## config.mk

```make
export PLATFORM = sky130hd
export DESIGN_NAME = grdda_ctrl
export DESIGN_NICKNAME = d
export VERILOG_FILES = /design/src/grdda_pkg.sv /design/src/grdda_ctrl.sv
export SDC_FILE = /design/constraint.sdc
export NUM_CORES = 1
export LEC_CHECK = 0
export ABC_AREA = 0
export BUFFER_PORTS_ARGS = -buffer_cell sky130_fd_sc_hd__buf_2
export CAP_MARGIN = 20
export CORE_UTILIZATION = 52
export DETAILED_ROUTE_END_ITERATION = 10
export PLACE_DENSITY = 0.78
export REMOVE_ABC_BUFFERS = 1
export SKIP_LAST_GASP = 1
export SYNTH_ARGS = -nofsm -noshare
export SYNTH_HDL_FRONTEND = slang
export SYNTH_SLANG_ARGS = --single-unit
```

## constraint.sdc

```tcl
create_clock -name i_clk -period 2.3 [get_ports i_clk]
set_input_delay 0 -clock i_clk [delete_from_list [all_inputs] [get_ports i_clk]]
set_output_delay 0 -clock i_clk [all_outputs]
set_load 0.03 [all_outputs]
```

## src/grdda_pkg.sv

```systemverilog
`default_nettype none
// ----------------------------------------------------------------------------
// grdda_pkg: shared types and constants of the grid ray caster
// Holds the fixed field widths and the controller/datapath command and
// status structs.
// ----------------------------------------------------------------------------
package grdda_pkg;

    localparam int DEF_MAP_SIZE  = 64;
    localparam int DEF_FRAC_BITS = 16;

    localparam int POS_W    = 22;
    localparam int DIR_W    = 19;
    localparam int DIST_W   = 31;
    localparam int WIDTH_W  = 13;
    localparam int HEIGHT_W = 16;
    localparam int CELL_W   = 6;

    localparam logic [12:0] WIDTH_RESET = 13'd640;

    localparam logic FUNC_WRITE = 1'b0;
    localparam logic FUNC_CAST  = 1'b1;

    // Commands from controller to datapath.
    typedef struct packed {
        logic load;       // capture the input beat
        logic clr_start;  // start map clearing sweep
        logic step;       // advance one DDA move
        logic div_start;  // start perpendicular division
        logic mul_start;  // start coordinate multiply
        logic hgt_start;  // start column height division
        logic wr_map;     // write map cell
        logic out_load;   // capture result
        logic out_nowall; // result is the no-wall case
    } t_cmd;

    // Status from datapath to controller.
    typedef struct packed {
        logic clr_busy;
        logic in_map;     // current cell inside map
        logic wall;       // registered read says wall
        logic step_done;  // move budget spent
        logic div_busy;
    } t_stat;

endpackage : grdda_pkg
`default_nettype wire

```

## src/grdda_ctrl.sv

```systemverilog
`default_nettype none
// ----------------------------------------------------------------------------
// grdda_ctrl: sequencing state machine of the ray caster
// Runs the clearing sweep, map writes, the cell walk and the arithmetic.
// ----------------------------------------------------------------------------
module grdda_ctrl
    import grdda_pkg::*;
(
    input  wire logic i_clk,
    input  wire logic i_rst_n,
    input  wire logic i_valid,
    output logic      o_ready,
    input  wire logic i_func,
    output logic      o_valid,
    input  wire logic i_ready,
    input  wire t_stat i_stat,
    output t_cmd      o_cmd
);
    typedef enum logic [10:0] {
        S_RST   = 11'b00000000001,
        S_CLR   = 11'b00000000010,
        S_IDLE  = 11'b00000000100,
        S_WR    = 11'b00000001000,
        S_STEP  = 11'b00000010000,
        S_CHK   = 11'b00000100000,
        S_LOOK  = 11'b00001000000,
        S_DIV   = 11'b00010000000,
        S_MUL   = 11'b00100000000,
        S_HGT   = 11'b01000000000,
        S_DONE  = 11'b10000000000
    } t_state;

    t_state r_state, n_state;
    logic   r_oval, n_oval;
    logic   r_first, n_first;

    // Accept a beat in idle only when the result register is free.
    assign o_ready = (r_state == S_IDLE) && !r_oval;
    assign o_valid = r_oval;

    always_comb begin
        n_state = r_state;
        n_oval  = r_oval && !i_ready;
        n_first = r_first;
        o_cmd   = '0;
        case (r_state)
            S_RST: begin
                o_cmd.clr_start = 1'b1;
                n_state = S_CLR;
            end
            S_CLR: if (!i_stat.clr_busy) n_state = S_IDLE;
            S_IDLE: begin
                if (i_valid && o_ready) begin
                    o_cmd.load = 1'b1;
                    n_first = 1'b1;
                    n_state = (i_func == FUNC_CAST) ? S_CHK : S_WR;
                end
            end
            S_WR: begin
                o_cmd.wr_map = i_stat.in_map;
                n_state = S_IDLE;
            end
            S_CHK: begin
                // viewer check on first pass, bound check after each move
                if (!i_stat.in_map) begin
                    o_cmd.out_load = 1'b1;
                    o_cmd.out_nowall = 1'b1;
                    n_state = S_DONE;
                end else if (r_first) begin
                    n_first = 1'b0;
                    n_state = S_STEP;
                end else begin
                    n_state = S_LOOK;
                end
            end
            S_STEP: begin
                if (i_stat.step_done) begin
                    o_cmd.out_load = 1'b1;
                    o_cmd.out_nowall = 1'b1;
                    n_state = S_DONE;
                end else begin
                    o_cmd.step = 1'b1;
                    n_state = S_CHK;
                end
            end
            S_LOOK: begin
                if (i_stat.wall) begin
                    o_cmd.div_start = 1'b1;
                    n_state = S_DIV;
                end else begin
                    n_state = S_STEP;
                end
            end
            S_DIV: if (!i_stat.div_busy) begin
                o_cmd.mul_start = 1'b1;
                n_state = S_MUL;
            end
            S_MUL: begin
                o_cmd.hgt_start = 1'b1;
                n_state = S_HGT;
            end
            S_HGT: if (!i_stat.div_busy) begin
                o_cmd.out_load = 1'b1;
                n_state = S_DONE;
            end
            S_DONE: begin
                n_oval = 1'b1;
                n_state = S_IDLE;
            end
            default: n_state = S_RST;
        endcase
    end

    always_ff @(posedge i_clk) begin
        if (!i_rst_n) begin
            r_state <= S_RST;
            r_oval  <= 1'b0;
            r_first <= 1'b0;
        end else begin
            r_state <= n_state;
            r_oval  <= n_oval;
            r_first <= n_first;
        end
    end

    a_rdy_idle: assert property (@(posedge i_clk) disable iff (!i_rst_n)
        o_ready |-> r_state == S_IDLE) else $error("ready outside idle");
    a_one_res: assert property (@(posedge i_clk) disable iff (!i_rst_n)
        r_state == S_DONE |-> !r_oval) else $error("result overwritten");
    a_load_acc: assert property (@(posedge i_clk) disable iff (!i_rst_n)
        o_cmd.load |-> i_valid && o_ready) else $error("load without beat");
endmodule : grdda_ctrl
`default_nettype wire

```

==> results.cfg, run 1 <==
[setup_path]
worstSetupStartpointType = flip-flop
cp_max_fo = 10
required_ps = 2300
critPathArrivalTime_ps = 2140
critPathLaunch = r_state[1]$_SDFFE_PN0P_
rr_startpoint = r_state[1]$_SDFFE_PN0P_
end_kind = primary output
path_class = reg2out

[job]
drv_cap = 0

[floorplan]
dieArea_um2 = 1893
initial_core_util = 0.5746
fp-row-count = 14
dieHeight_um = 43.51
core_um2 = 1559
die_x_um = 43.51
io_pins = 21

[synth]
synthSimpleGateAreaFrac = 0.4595
synth_compound_area_frac = 0.1453
yosys_warnings = 0
synth_edf_count = 0
ys_seq_area_frac = 0.2905
netlist_area_um2 = 895.9
yosys-top-cells-count = dfxtp_1, nand2_1, nor3_1, nor4_1
synth_most_common_cell = dfxtp_1
yosys.area.top_type = dfxtp_1
synthTopCellsByArea = dfxtp_1, nor4_1, or4_4, nor3_1, nand2_1
ys_types = 43
synth_top_area_share = 0.2905
ys_ff_latch = 13
synth_cells = 105
synth-adder-area-share = 0
synthMuxAreaShare = 0.02374
syn_area_per_cell_um2 = 8.532
synthFlopType = dfxtp_1
synth_top_family_by_area = simple AND/OR/NAND/NOR gates
async_reset_ff_frac = 0
synthXorXnorAreaFrac = 0.02933

[sta]
final-setup-viol-count = 0
fin_crit_sh = 0.9293
fin_skew_ps = 5.677
fmax_ghz = 0.4678
hold_viol = 0
layout_min_cycle_time_ps = 2137
slew_viol_final = 0
rsz0062_at_grt = false
worstMarginPinSlew_ps = 535.8
slew_headroom = 0.6395
fin_tns_setup_ps = 0

[final_layout]
finalInstanceArea_um2 = 1065
antenna_cells = 0
area_growth_pct = 18.85
post-route-util = 0.6830
drive_gt1_frac = 0.3101
nets = 140

[pwr]
comb_power_share = 0.268
power_switching_mw = 0.1844
power_density_nw_per_um2 = 512.7
p_leak_nw = 0.4614
irDropWorstVdd_mv = 0.4635
clkPwrFrac = 0.265
switching_share = 0.3378
p_int_mw = 0.3615
seqPwrFrac = 0.467

[grt]
grt_max_degree = 14
grtUsageMet2 = 0.4576
met3_usage = 0.08333
antenna_found_initial = 0
grt_pass1_vias = 837
top_usage_layer = met2
use_met1 = 0.3411
grt_pass1_wl_um = 3760
grt_use_total = 0.2734
gr-total-overflow = 0

[outcome]
outcome = complete, no violations

[routing]
drt_wl_total_um = 2257
drc = 0
drtPass1Iterations = 4
wl_per_cell_um = 15.57
drt_iter0_markers = 13
ant_nets = 0
vias = 894
via_per_inst = 6.166

[min_path]
hp-start = i_stat[2]
worstHoldPathType = in2reg

[clock_tree]
cts_setup_buffers = 0
cts-buffers-inserted = 3
cts.sinks = 13
h-tree-depth = 1
worstSkewPairLatency_ps = 280
clk_pin_slew_ps = 90
cts_tree = done
root_buffer = clkbuf_4
max-clock-path-buffers = 2

[place]
dpl.hpwl_um = 1709
place.gp.congestion = 0.8233
placed_area_um2 = 1007
io_buffers = 20
[logic make-up after synthesis]
logic type | after synthesis
DFF | 13
buffers and inverters | 9
AOI/OAI and AO/OA | 18
muxes | 2
and+or+nand+nor | 60
xor gates and xnor gates | 3
[per-layer routing]
layer / share of wire / vias up
li1: - / 448
met1: 0.45 / 413
met2: 0.49 / 31
met3: 0.056 / 2
met4: 0.0053 / 0
met5: 0 / -
[flip-flops by register name, summed over array words and instances (netlist names)]
register	flops
o_valid	1
r_first	1
r_state	11
[power groups by stage]
| stage | sequential [mW] | combinational [mW] | clock, mW |
|---|---|---|---|
| 3_5_place_dp | 0.260 | 0.142 | 0 |
| 6_report | 0.255 | 0.146 | 0.145 |
| 3_3_place_gp | 0.259 | 0.137 | 0 |
| 5_1_grt | 0.257 | 0.158 | 0.159 |
| 4_1_cts | 0.255 | 0.146 | 0.147 |
| 2_1_floorplan | 0.255 | 0.103 | 0 |
[path summary, 6_finish.rpt]
| kind | to | slack, ps | depth (start not counted) |
|---|---|---|---|
| worst max-delay path | o_cmd[4] | 160 | 4 |
| worst max register to register | r_state[5]$_SDFFE_PN0P_ | 350 | 4 |
| worst min register to register | r_state[6]$_SDFFE_PN0P_ | 470 | 1 |
| worst min-delay path | r_state[4]$_SDFFE_PN0P_ | 7 | 3 |
[metrics by stage]
stage               total power [mW]  std cells  setup WS [ps]  hold WS (ps)
global placement              0.3960        138          414.7         187.2
CTS                           0.5476        145          158.5         5.047
global route                  0.5745        145          85.56         27.53
finish                        0.5459        145          162.5         7.145
floorplan                     0.3580         98          115.6         42.80
detailed placement            0.4015        138          373.9         184.3
[timing repair]
item                                   CTS  global route
resized for setup                        0             0
hold buffers                             3             0
endpoints found under the hold margin    3             0
[worst max-delay path, stage by stage, from the launching register on]
cell	delay [ps]
dfxtp_1	400
or4_4	580
or4_4	580
nor2_4	100
buf_2	190
[layout make-up]
type	instances	area (um2)
multi-input cells	83	589.3
fillers	130	494.2
flip-flops and latches	13	260.3
repair buffers	27	160.2
clock buffers	3	22.52
well taps	16	20.02
inverters	2	7.507
clock inverters	1	5.005
[cells in the final DEF (no fill, tap or decap), drive strengths merged, types with 3 or more instances in the layout]
cell / n
nor3: 6
nor2: 6
dfxtp: 13
nand2: 8
xor2: 3
clkbuf: 3
dlygate4sd3: 3
nor3b: 3
nor4: 7
nand2b: 4
or4: 4
buf: 24
o21ai: 4
nor4b: 4
Power figures use the tool's default switching activity.
==> run 2: changes to the inputs <==
--- a/config.mk
+++ b/config.mk
@@ -8,9 +8,9 @@
 export ABC_AREA = 0
 export BUFFER_PORTS_ARGS = -buffer_cell sky130_fd_sc_hd__buf_2
 export CAP_MARGIN = 20
-export CORE_UTILIZATION = 52
+export CORE_UTILIZATION = 56
 export DETAILED_ROUTE_END_ITERATION = 10
-export PLACE_DENSITY = 0.78
+export PLACE_DENSITY = 0.83
 export REMOVE_ABC_BUFFERS = 1
 export SKIP_LAST_GASP = 1
 export SYNTH_ARGS = -nofsm -noshare
==> constraint.sdc (replaced) <==
create_clock -name i_clk -period 2.6 [get_ports i_clk]
set_input_delay 0 -clock i_clk [delete_from_list [all_inputs] [get_ports i_clk]]
set_output_delay 0 -clock i_clk [all_outputs]
set_load 0.03 [all_outputs]
==> run 2 against run 1 <==
Effect of this change:
- clock skew decreased by 3.2 ps
- via count up 3.0%
- sequential cell count unchanged
- global-route usage rose by 0.41 points
- worst setup slack improved by 250 ps
- largest power group unchanged
- design area shrank 1.3%
- hold slack improved by 20 ps
- count of clock-buffer cells in the layout is 1 higher
- non-clock buffer count is 2 lower
- clock power shrank 9%
- utilization rose by 1.5 points
==> results.cfg, run 2 (synthesized netlist as in run 1, its figures left out) <==
[setup_path]
slowest_delay_ps = 610
path_delay_family = simple AND/OR/NAND/NOR gates
critPathSlowestCell = or4_4
path_common_cell = or4_4
cp.depth = 4
cp_max_fo = 11
critPathArrivalTime_ps = 2190
path_class = reg2out
crit_buf_inv = 1
required_ps = 2600
worstSetupStartpointType = flip-flop
rr_worst_depth = 4
end_kind = primary output
cp_cell_sequence = or4_4 > or4_4 > nor2_4 > buf_2

[outcome]
outcome = complete, no violations

[place]
dpl.hpwl_um = 1639
placed_area_um2 = 984.7
place.gp.congestion = 0.8450
io_buffers = 20
dp_cells = 135

[pwr]
comb_power_share = 0.265
irDropWorstVdd_mv = 0.3107
switching_share = 0.3366
p_int_mw = 0.3232
power_density_nw_per_um2 = 463.5
seqPwrFrac = 0.464
power_switching_mw = 0.1640
p_leak_nw = 0.4491
total_power_mw = 0.4871
clkPwrFrac = 0.272

[routing]
vias = 921
via_per_inst = 6.441
drtPass1Iterations = 4
ant_nets = 0
wl_per_cell_um = 16.05
drc = 0
drt_iter0_markers = 28
drt_wl_total_um = 2295

[final_layout]
nets = 138
final_cell_mix = buf_2, dfxtp_1, nand2_1
drive_gt1_frac = 0.2835
largest_reg_flops = 11
area_growth_pct = 17.32
regMostFlops = r_state
fin_cells = 143
final.fill_count = 131
antenna_cells = 0
finalInstanceArea_um2 = 1051
final_common_cell = buf_2

[sta]
fin_crit_sh = 0.8422
rsz0062_at_grt = false
fin_skew_ps = 2.469
final-setup-viol-count = 0
layout_min_cycle_time_ps = 2190
worstMarginPinSlew_ps = 725.9
fmax_ghz = 0.4567
hold_viol = 0
slew_headroom = 0.5116
slew_viol_final = 0
fin_tns_setup_ps = 0
fin_hold_ws_ps = 27.30

[floorplan]
dieHeight_um = 42.00
die_x_um = 42.00
initial_core_util = 0.5947
io_pins = 21
core_um2 = 1506
fp-row-count = 14
dieArea_um2 = 1764

[clock_tree]
root_buffer = clkbuf_4
cts.sinks = 13
cts-buffers-inserted = 3
worstSkewPairLatency_ps = 280
clk_pin_slew_ps = 80
h-tree-depth = 1
max-clock-path-buffers = 2
cts_tree = done

[grt]
antenna_found_initial = 0
met3_usage = 0.04741
gr-total-overflow = 0
grt_pass1_vias = 802
grtUsageMet2 = 0.4594
grt_pass1_wl_um = 3663
grt_max_degree = 14
top_usage_layer = met2
grt_use_total = 0.2776
use_met1 = 0.3469

[min_path]
worstHoldPathType = in2reg
min_path_cells = 3

[job]
drv_cap = 0
run 2: changes by cell type in the layout (fill, tap and decap cells not counted), sizes merged:
cell	delta
clkinv	-1
dlygate4sd3	+1
buf	-3
clkbuf	+1
run 2: per-layer routing:
metal	share of wire	wire length (um)
met5	0	0
met4	0.019	43
met3	0.062	143
met2	0.49	1123
met1	0.43	985
run 2: layout make-up:
class,count,area (um2),share of cell area
multi-input cells,83,589.3,0.5607
flip-flops and latches,13,260.3,0.2476
inverters,2,7.507,0.007143
well taps,16,20.02,0.01905
repair buffers,25,147.6,0.1405
clock buffers,4,26.28,0.02500
run 2: final timing paths:
kind                            slack [ps]                    start                 endpoint
worst max-delay path                   410  r_state[8]$_SDFFE_PN0P_                 o_cmd[4]
worst min-delay path                    30                i_stat[3]  r_state[4]$_SDFFE_PN0P_
worst max register to register         580  r_state[8]$_SDFFE_PN0P_  r_state[5]$_SDFFE_PN0P_
worst min register to register         480     r_first$_SDFFE_PN0P_  r_state[6]$_SDFFE_PN0P_
run 2: power groups by stage:
stage	combinational [mW]	clock [mW]	sequential [mW]
CTS	0.128	0.133	0.225
floorplan	0.0907	0	0.226
global route	0.140	0.140	0.228
global placement	0.121	0	0.230
detailed placement	0.123	0	0.230
finish	0.129	0.132	0.226
run 2: through the flow:
stage / util / worst slack [ps]
CTS: 0.6977 / 417.2
floorplan: - / 415.6
global route: 0.6977 / 257.4
finish: 0.6977 / 410.2
detailed placement: 0.6537 / 628.8
global placement: 0.6537 / 681.2
run 2: worst register-to-register path: stages (launching register included):
cell,delay [ps]
dfxtp_1,450
or4_4,610
or4_4,540
o211ai_2,220
nor3b_1,90
run 2: what timing repair did:
item | 4_1_cts | 5_1_grt
gates resized for setup | 0 | 0
hold endpoints to repair | 4 | 0
hold buffers | 4 | 0
setup buffers | 0 | 0
==> run 3: changes to the inputs <==
--- a/config.mk
+++ b/config.mk
@@ -8,9 +8,9 @@
 export ABC_AREA = 0
 export BUFFER_PORTS_ARGS = -buffer_cell sky130_fd_sc_hd__buf_2
 export CAP_MARGIN = 20
-export CORE_UTILIZATION = 56
+export CORE_UTILIZATION = 47
 export DETAILED_ROUTE_END_ITERATION = 10
-export PLACE_DENSITY = 0.83
+export PLACE_DENSITY = 0.74
 export REMOVE_ABC_BUFFERS = 1
 export SKIP_LAST_GASP = 1
 export SYNTH_ARGS = -nofsm -noshare
==> constraint.sdc (replaced) <==
create_clock -name i_clk -period 2 [get_ports i_clk]
set_input_delay 0 -clock i_clk [delete_from_list [all_inputs] [get_ports i_clk]]
set_output_delay 0 -clock i_clk [all_outputs]
set_load 0.03 [all_outputs]
==> run 3 against run 2 <==
Effect of this change:
- clock power grew 24%
- design area grew 11%
- routed wire length grew 3.4%
- clock skew grew 2.1 ps
- highest routed layer unchanged
- non-clock buffer count grew 7
- sequential power grew 26%
- largest cell class unchanged
- hold slack lost 20 ps
- critical endpoint is now o_cmd[3]
==> results.cfg, run 3 (synthesized netlist as in run 1, its figures left out) <==
[sta]
rsz0062_at_grt = true
final-setup-viol-count = 0
hold_viol = 0
fin_skew_ps = 4.606
slew_headroom = 0.7408
layout_min_cycle_time_ps = 1961
worstMarginPinSlew_ps = 383.4
fin_crit_sh = 0.9807
fmax_ghz = 0.5098
setup_ws_ps = 38.59
slew_viol_final = 0

[clock_tree]
clk_pin_slew_ps = 80
h-tree-depth = 1
worstSkewPairLatency_ps = 270
root_buffer = clkbuf_4
cts_tree = done
cts-buffers-inserted = 3
max-clock-path-buffers = 2
cts.sinks = 13

[grt]
grt_pass1_vias = 786
gr-total-overflow = 0
grt_max_degree = 14
grt_pass1_wl_um = 3636
grt_use_total = 0.2383
antenna_found_initial = 0

[setup_path]
r2r_setup_slack_ps = 50
critPathLaunch = r_state[10]$_SDFFE_PN0P_
rr_startpoint = r_state[4]$_SDFFE_PN0P_
required_ps = 2000
worstSetupStartpointType = flip-flop
end_kind = primary output
path_class = reg2out
cp_max_fo = 6
critPathArrivalTime_ps = 1960

[final_layout]
multi_input_area_um2 = 623.1
final.fill_count = 156
drive_gt1_frac = 0.3881
regMostFlops = r_state
regArea_um2 = 261.5
area_growth_pct = 29.75
largest_reg_flops = 11
final_cell_mix = buf_2, buf_4, dfxtp_1
antenna_cells = 0
nets = 145
post-route-util = 0.6589
final_common_cell = buf_2

[routing]
wl_per_cell_um = 14.92
drt_wl_total_um = 2372
drt_iter0_markers = 18
via_per_inst = 5.704
vias = 907
ant_nets = 0
drc = 0
drtPass1Iterations = 4

[outcome]
outcome = complete, no violations

[pwr]
seqPwrFrac = 0.444
clkPwrFrac = 0.255
irDropWorstVdd_mv = 0.3783
comb_power_share = 0.301
power_density_nw_per_um2 = 552.7
p_int_mw = 0.4309
switching_share = 0.3292
power_switching_mw = 0.2115
p_leak_nw = 0.4920

[min_path]
worstHoldPathType = in2reg
hp-start = i_rst_n

[floorplan]
dieArea_um2 = 2085
core_um2 = 1764
die_x_um = 45.66
fp-row-count = 15
dieHeight_um = 45.66
initial_core_util = 0.5078
io_pins = 21

[place]
io_buffers = 20
dpl.hpwl_um = 1651
place.gp.congestion = 0.8907
place_ws_ps = 150.4

[job]
drv_cap = 0
==> run 3: routing by layer <==
layer	GRT usage	wire length, um	share of wire	vias up
met4	0.06061	11	0.0046	0
met3	0.02778	138	0.058	2
met5	0	0	0	-
met2	0.3714	1140	0.48	37
met1	0.3455	1082	0.46	406
li1	-	-	-	462
==> run 3: path summary, 6_finish.rpt <==
path / end / depth (start not counted)
setup / recovery: o_cmd[3] / 4
hold / removal: r_state[0]$_SDFFE_PN1P_ / 2
setup reg to reg: r_state[3]$_SDFFE_PN0P_ / 5
hold reg to reg: r_state[6]$_SDFFE_PN0P_ / 1
==> run 3: metrics by stage <==
| step | area [um2] | instances | total power, mW | TNS, ps | hold slack (ps) |
|---|---|---|---|---|---|
| global placement | 1041 | 150 | 0.4639 | 0 | 192.3 |
| global route | 1162 | 159 | 0.6741 | -115.8 | 22.85 |
| finish | 1162 | 159 | 0.6424 | 0 | 7.021 |
| floorplan | 857.1 | 98 | 0.4116 | -184.4 | 42.80 |
| detailed placement | 1041 | 150 | 0.4669 | 0 | 190.4 |
| CTS | 1086 | 155 | 0.6253 | -22.10 | 4.526 |
==> run 3: power by group through the flow <==
stage / clock, mW / combinational, mW / sequential [mW]
finish: 0.164 / 0.193 / 0.285
global route: 0.176 / 0.211 / 0.287
CTS: 0.163 / 0.178 / 0.285
detailed placement: 0 / 0.176 / 0.291
global placement: 0 / 0.174 / 0.290
floorplan: 0 / 0.118 / 0.294
==> run 3: final cells by class <==
cell class / count / area share
multi-input combinational: 83 / 0.5361
clock buffer: 4 / 0.02261
inverter: 2 / 0.006459
tap: 25 / 0.02691
timing repair buffer: 32 / 0.1830
sequential: 13 / 0.2250
==> run 3: what timing repair did <==
action,CTS,global route
setup endpoints to repair,2,6
resized for setup,2,14
hold buffers,1,0
endpoints found under the hold margin,1,0
setup buffers,0,4
pin swaps,0,6
==> run 3: worst max-delay path, cell delays in order, from the launching register on <==
cell and delay [ps]:
dfxtp_1 320, or4_4 570, nand2b_2 270, nor4b_4 290
clkbuf_4 240
